==> src/sv/gdba_pkg.sv <==
// Shared types and constants for the bitmap block allocator.
// Used by the controller, the datapath and the top level.
`default_nettype none
package gdba_pkg;

    localparam int GROUP_BLOCKS     = 1024;
    localparam int MAX_GROUPS       = 16;
    localparam int MAP_WORDS        = 256;
    localparam int WIDX_W           = 8;
    localparam int GCNT_W           = 11;
    localparam int TCNT_W           = 15;
    localparam int ADDR_W           = 15;

    typedef enum logic [1:0] {
        OP_ALLOC = 2'd0,
        OP_EXACT = 2'd1,
        OP_FREE  = 2'd2,
        OP_RANGE = 2'd3
    } t_op;

    typedef enum logic [1:0] {
        STS_OK    = 2'd0,
        STS_FULL  = 2'd1,
        STS_RANGE = 2'd2
    } t_status;

    typedef enum logic [2:0] {
        S_IDLE,
        S_CHECK,
        S_READ,
        S_EVAL,
        S_NEXT,
        S_GCHK,
        S_DONE
    } t_state;

    // Controller to datapath
    typedef struct packed {
        logic load;
        logic rd;
        logic take;
        logic clear;
        logic adv;
        logic next_grp;
        logic fail;
    } t_dp_cmd;

    // Datapath to controller
    typedef struct packed {
        t_op  op;
        logic bad;
        logic empty;
        logic cnt_zero;
        logic found;
        logic grp_last;
        logic range_last;
        logic iter_done;
    } t_dp_sts;

endpackage
`default_nettype wire

==> src/sv/gdba_ctrl.sv <==
// Sequencer for the allocator: walks goal scan, group round robin, single-block requests and range frees.
// Depends on gdba_pkg; drives gdba_datapath through t_dp_cmd.
`default_nettype none
module gdba_ctrl
    import gdba_pkg::*;
(
    input  wire logic    i_clk,
    input  wire logic    i_rst_n,
    input  wire logic    i_start,
    input  wire t_dp_sts i_sts,
    output t_dp_cmd      o_cmd,
    output logic         o_busy,
    output logic         o_done
);

    t_state r_state, n_state;

    always_ff @(posedge i_clk) begin
        if (!i_rst_n) begin
            r_state <= S_IDLE;
        end else begin
            r_state <= n_state;
        end
    end

    always_comb begin
        n_state = r_state;
        o_cmd   = '0;
        o_busy  = (r_state != S_IDLE);
        o_done  = 1'b0;
        unique case (r_state)
            S_IDLE: begin
                if (i_start) begin
                    o_cmd.load = 1'b1;
                    n_state    = S_CHECK;
                end
            end
            S_CHECK: begin
                if (i_sts.bad || i_sts.empty) begin
                    n_state = S_DONE;
                end else if (i_sts.op == OP_ALLOC && i_sts.cnt_zero) begin
                    n_state = S_NEXT;
                end else begin
                    n_state = S_READ;
                end
            end
            S_READ: begin
                o_cmd.rd = 1'b1;
                n_state  = S_EVAL;
            end
            S_EVAL: begin
                unique case (i_sts.op)
                    OP_ALLOC: begin
                        if (i_sts.found) begin
                            o_cmd.take = 1'b1;
                            n_state    = S_DONE;
                        end else if (i_sts.grp_last) begin
                            n_state = S_NEXT;
                        end else begin
                            o_cmd.adv = 1'b1;
                            n_state   = S_READ;
                        end
                    end
                    OP_EXACT: begin
                        o_cmd.take = i_sts.found;
                        n_state    = S_DONE;
                    end
                    OP_FREE, OP_RANGE: begin
                        o_cmd.clear = 1'b1;
                        if (i_sts.range_last) begin
                            n_state = S_DONE;
                        end else begin
                            o_cmd.adv = 1'b1;
                            n_state   = S_READ;
                        end
                    end
                    default: n_state = S_DONE;
                endcase
            end
            S_NEXT: begin
                if (i_sts.iter_done) begin
                    o_cmd.fail = 1'b1;
                    n_state    = S_DONE;
                end else begin
                    o_cmd.next_grp = 1'b1;
                    n_state        = S_GCHK;
                end
            end
            S_GCHK: begin
                // skip groups whose free count is zero
                n_state = i_sts.cnt_zero ? S_NEXT : S_READ;
            end
            S_DONE: begin
                o_done  = 1'b1;
                n_state = S_IDLE;
            end
            default: n_state = S_IDLE;
        endcase
    end

    a_done_pulse: assert property (@(posedge i_clk) disable iff (!i_rst_n)
        o_done |=> !o_done)
        else $error("result strobe held for more than one cycle");

    a_accept_busy: assert property (@(posedge i_clk) disable iff (!i_rst_n)
        (i_start && !o_busy) |=> o_busy)
        else $error("request accepted but block not busy");

    a_one_write: assert property (@(posedge i_clk) disable iff (!i_rst_n)
        !(o_cmd.take && o_cmd.clear))
        else $error("take and clear issued together");

    a_fail_scan: assert property (@(posedge i_clk) disable iff (!i_rst_n)
        o_cmd.fail |-> (i_sts.op == OP_ALLOC))
        else $error("no-free status raised outside allocation");

endmodule
`default_nettype wire

==> config.mk <==
export PLATFORM = sky130hd
export DESIGN_NAME = gdba_ctrl
export DESIGN_NICKNAME = d
export VERILOG_FILES = /design/src/sv/gdba_pkg.sv /design/src/sv/gdba_ctrl.sv
export SDC_FILE = /design/constraint.sdc
export NUM_CORES = 1
export LEC_CHECK = 0
export BUFFER_PORTS_ARGS = -buffer_cell sky130_fd_sc_hd__clkbuf_2
export CORE_AREA = 3 3 40 42
export DETAILED_ROUTE_END_ITERATION = 7
export DIE_AREA = 0 0 43 45
export GPL_ROUTABILITY_DRIVEN = 1
export HOLD_SLACK_MARGIN = 0.03
export PLACE_DENSITY = 0.55
export SYNTH_ARGS = -nofsm -noshare
export SYNTH_HDL_FRONTEND = slang
export SYNTH_SLANG_ARGS = --single-unit
==> constraint.sdc <==
create_clock -name i_clk -period 3.1 [get_ports i_clk]
set_input_delay 0 -clock i_clk [delete_from_list [all_inputs] [get_ports i_clk]]
set_output_delay 0 -clock i_clk [all_outputs]
set_load 0.01 [all_outputs]
==> results.json <==
{
  "outcome": "completed",
  "synth.ff_latch_count": 3,
  "worstMarginPinSlew_ns": 0.383,
  "r2r-end": "r_state[1]$_SDFFE_PN0P_",
  "first_iter_violations": 8,
  "r2r_start": "r_state[1]$_SDFFE_PN0P_",
  "hold_viol": 0,
  "io_pins": 21,
  "multi_input_area_um2": 211,
  "cp_slowest_stage_delay_ns": 0.47,
  "ys_warn_count": 0,
  "postRouteAntennaNets": 0,
  "nFillCells": 143,
  "drv_slew": 0,
  "tritoncts": "done",
  "die_x_um": 43,
  "yosysSeqAreaShare_pct": 20.2,
  "fin_crit_sh_pct": 43.9,
  "place.gp.congestion": 0.758,
  "setup_violations": 0,
  "powerDensity_nw_per_um2": 626,
  "final_common_cell": "clkbuf_2",
  "final_cell_mix": "clkbuf_2 (20), nor2_1 (4)",
  "synth_fp_nets": 49,
  "top_register": "r_state",
  "core_region_area_um2": 1280,
  "antenna_found_initial": 0,
  "via_per_inst": 4.69,
  "cp.arrival_ns": 1.36,
  "syn_area_per_cell_um2": 8.05,
  "seqPwrFrac_pct": 28.4,
  "end_kind": "output port",
  "reg_top3": "r_state (3)",
  "hp-class": "input port to flip-flop",
  "regArea_um2": 60.1,
  "syn_area_um2": 298,
  "post-cts-setup-buffer-count": 0,
  "reg2reg_slack_ns": 1.78,
  "fin_crit_ns": 1.36,
  "ir_worst_vdd_uv": 174,
  "worstHoldPathCells": 3,
  "drive_above_1_share_pct": 48.3,
  "crit_fanout": 10,
  "worst_setup_path_start_kind": "flip-flop",
  "grt_pass1_wl_um": 1430,
  "largest_reg_flops": 3,
  "portBuffers": 20,
  "rows": 13,
  "sw_frac_of_total_pct": 39.3,
  "hold_start": "i_sts[0]",
  "path_cells": "or2b_1 > nor3_1 > clkbuf_2",
  "path_clk_slew_ns": 0.04,
  "fin_util_pct": 33.8,
  "critPathLaunch": "r_state[2]$_SDFFE_PN0P_",
  "min_to": "r_state[0]$_SDFFE_PN0P_",
  "skew_ns": 0.00323,
  "hold_buffers": 1,
  "crit_path_top_delay_cell": "dfxtp_1",
  "clockBufferDepth": 2,
  "rr_worst_depth": 3,
  "power.leakage_uw": 0.000207,
  "numClockSinks": 3,
  "rsz0062_at_grt": "no",
  "clk_latency_ns": 0.23,
  "place_hpwl_um": 647,
  "cts_resized": 0,
  "max-cap-violations": 0,
  "routed_wl_um": 807,
  "pwr-share-comb_pct": 45.9,
  "grt_pass1_vias": 345,
  "htree_num_levels": 1,
  "avgRoutedWirePerCell_um": 10.8,
  "dieArea_um2": 1940,
  "die-height_um": 45,
  "drc": 0,
  "cts_root_buffer": "clkbuf_4",
  "globalRouteOverflowTotal": 0,
  "grt_max_degree": 12,
  "max_freq_mhz": 735,
  "dr.pass1.iters": 4,
  "synth.distinct_cells": 25,
  "grt_usage_pct": 9.99,
  "p_int_uw": 165,
  "slew_headroom_pct": 74.2,
  "switching_power_uw": 107,
  "worstSetupPathType": "flip-flop to output port",
  "insertedDiodeCount": 0,
  "power_frac_clock_pct": 25.7,
  "start_util_pct": 23.2,
  "fin_tns_setup_ns": 0,
  "finish.net_count": 73,
  "cts-buffers-inserted": 3,
  "required_ns": 3.10,
  "areaGrowthSynthToFinish_pct": 45.8,
  "synth_cells": 37,
  "vias": 352
}
==> cell usage after synthesis (all sizes together) <==
cell type	number	area share, %
a221o	1	3.4
nand3	1	3.4
or3	1	2.5
nor3b	3	7.6
nor3	1	1.7
nor4b	1	2.9
and3	2	4.2
and4bb	1	4.2
inv	2	2.5
o211ai	1	2.5
o21ba	1	3.4
or2b	1	2.5
a221oi	1	2.9
dfxtp	3	20
or4	1	3.8
nand2b	2	4.2
a31oi	1	2.1
nor2	4	5.0
nor2b	1	2.1
nand2	3	3.8
and2b	1	2.9
buf	2	6.3
o41ai	2	5.9
==> worst max path at each step <==
stage                                         end  cells past startpoint
after floorplan           r_state[0]$_SDFFE_PN0P_                      4
after global placement    r_state[1]$_SDFFE_PN0P_                      3
after detailed placement  r_state[1]$_SDFFE_PN0P_                      3
after CTS                                o_cmd[1]                      3
after global routing                     o_cmd[1]                      3
final                                    o_cmd[1]                      3
==> metal layers <==
metal	wire length, um	track usage [%]
met1	378	12.5
met3	49	5.58
met2	379	13.5
met4	0	5.42
met5	0	0
==> cell families after synthesis <==
group / Yosys count / share of synthesized area (%)
AOI/OAI and AO/OA: 7 / 20.2
buffers and inverters: 4 / 8.82
and+or+nand+nor: 23 / 50.8
DFF: 3 / 20.2
==> final cells by class <==
type	instances	area share, %
repair buffers	21	25.4
flip-flops and latches	3	13.8
clock buffers	4	6.05
well taps	15	4.32
multi-input cells	30	48.7
inverters	2	1.73
==> power groups by stage <==
| stage | registers (uW) | clock network [uW] | logic, uW |
|---|---|---|---|
| after floorplan | 59.6 | 0 | 109 |
| after global placement | 76.6 | 0 | 128 |
| after detailed placement | 77.5 | 0 | 125 |
| after CTS | 76.7 | 73.2 | 127 |
| after global routing | 80.9 | 79.1 | 142 |
| final | 77.2 | 69.8 | 125 |
==> critical path: cells and delay by family, from the launching register on <==
kind	cells	cell delay [ns]
flip-flops	1	0.47
AND/OR/NAND/NOR	2	0.48
buffers and inverters	1	0.18
==> through the flow <==
| step | worst slack (ns) | instances | power, uW | hold slack [ns] | area (um2) |
|---|---|---|---|---|---|
| floorplan | 1.86 | 37 | 169 | 0.0495 | 298 |
| CTS | 1.73 | 75 | 276 | 0.101 | 434 |
| global route | 1.61 | 75 | 302 | 0.125 | 434 |
| detailed placement | 1.79 | 70 | 203 | 0.252 | 398 |
| global placement | 1.76 | 70 | 204 | 0.256 | 398 |
| finish | 1.74 | 75 | 272 | 0.109 | 434 |
No activity file was read; power rests on OpenSTA's default activity.
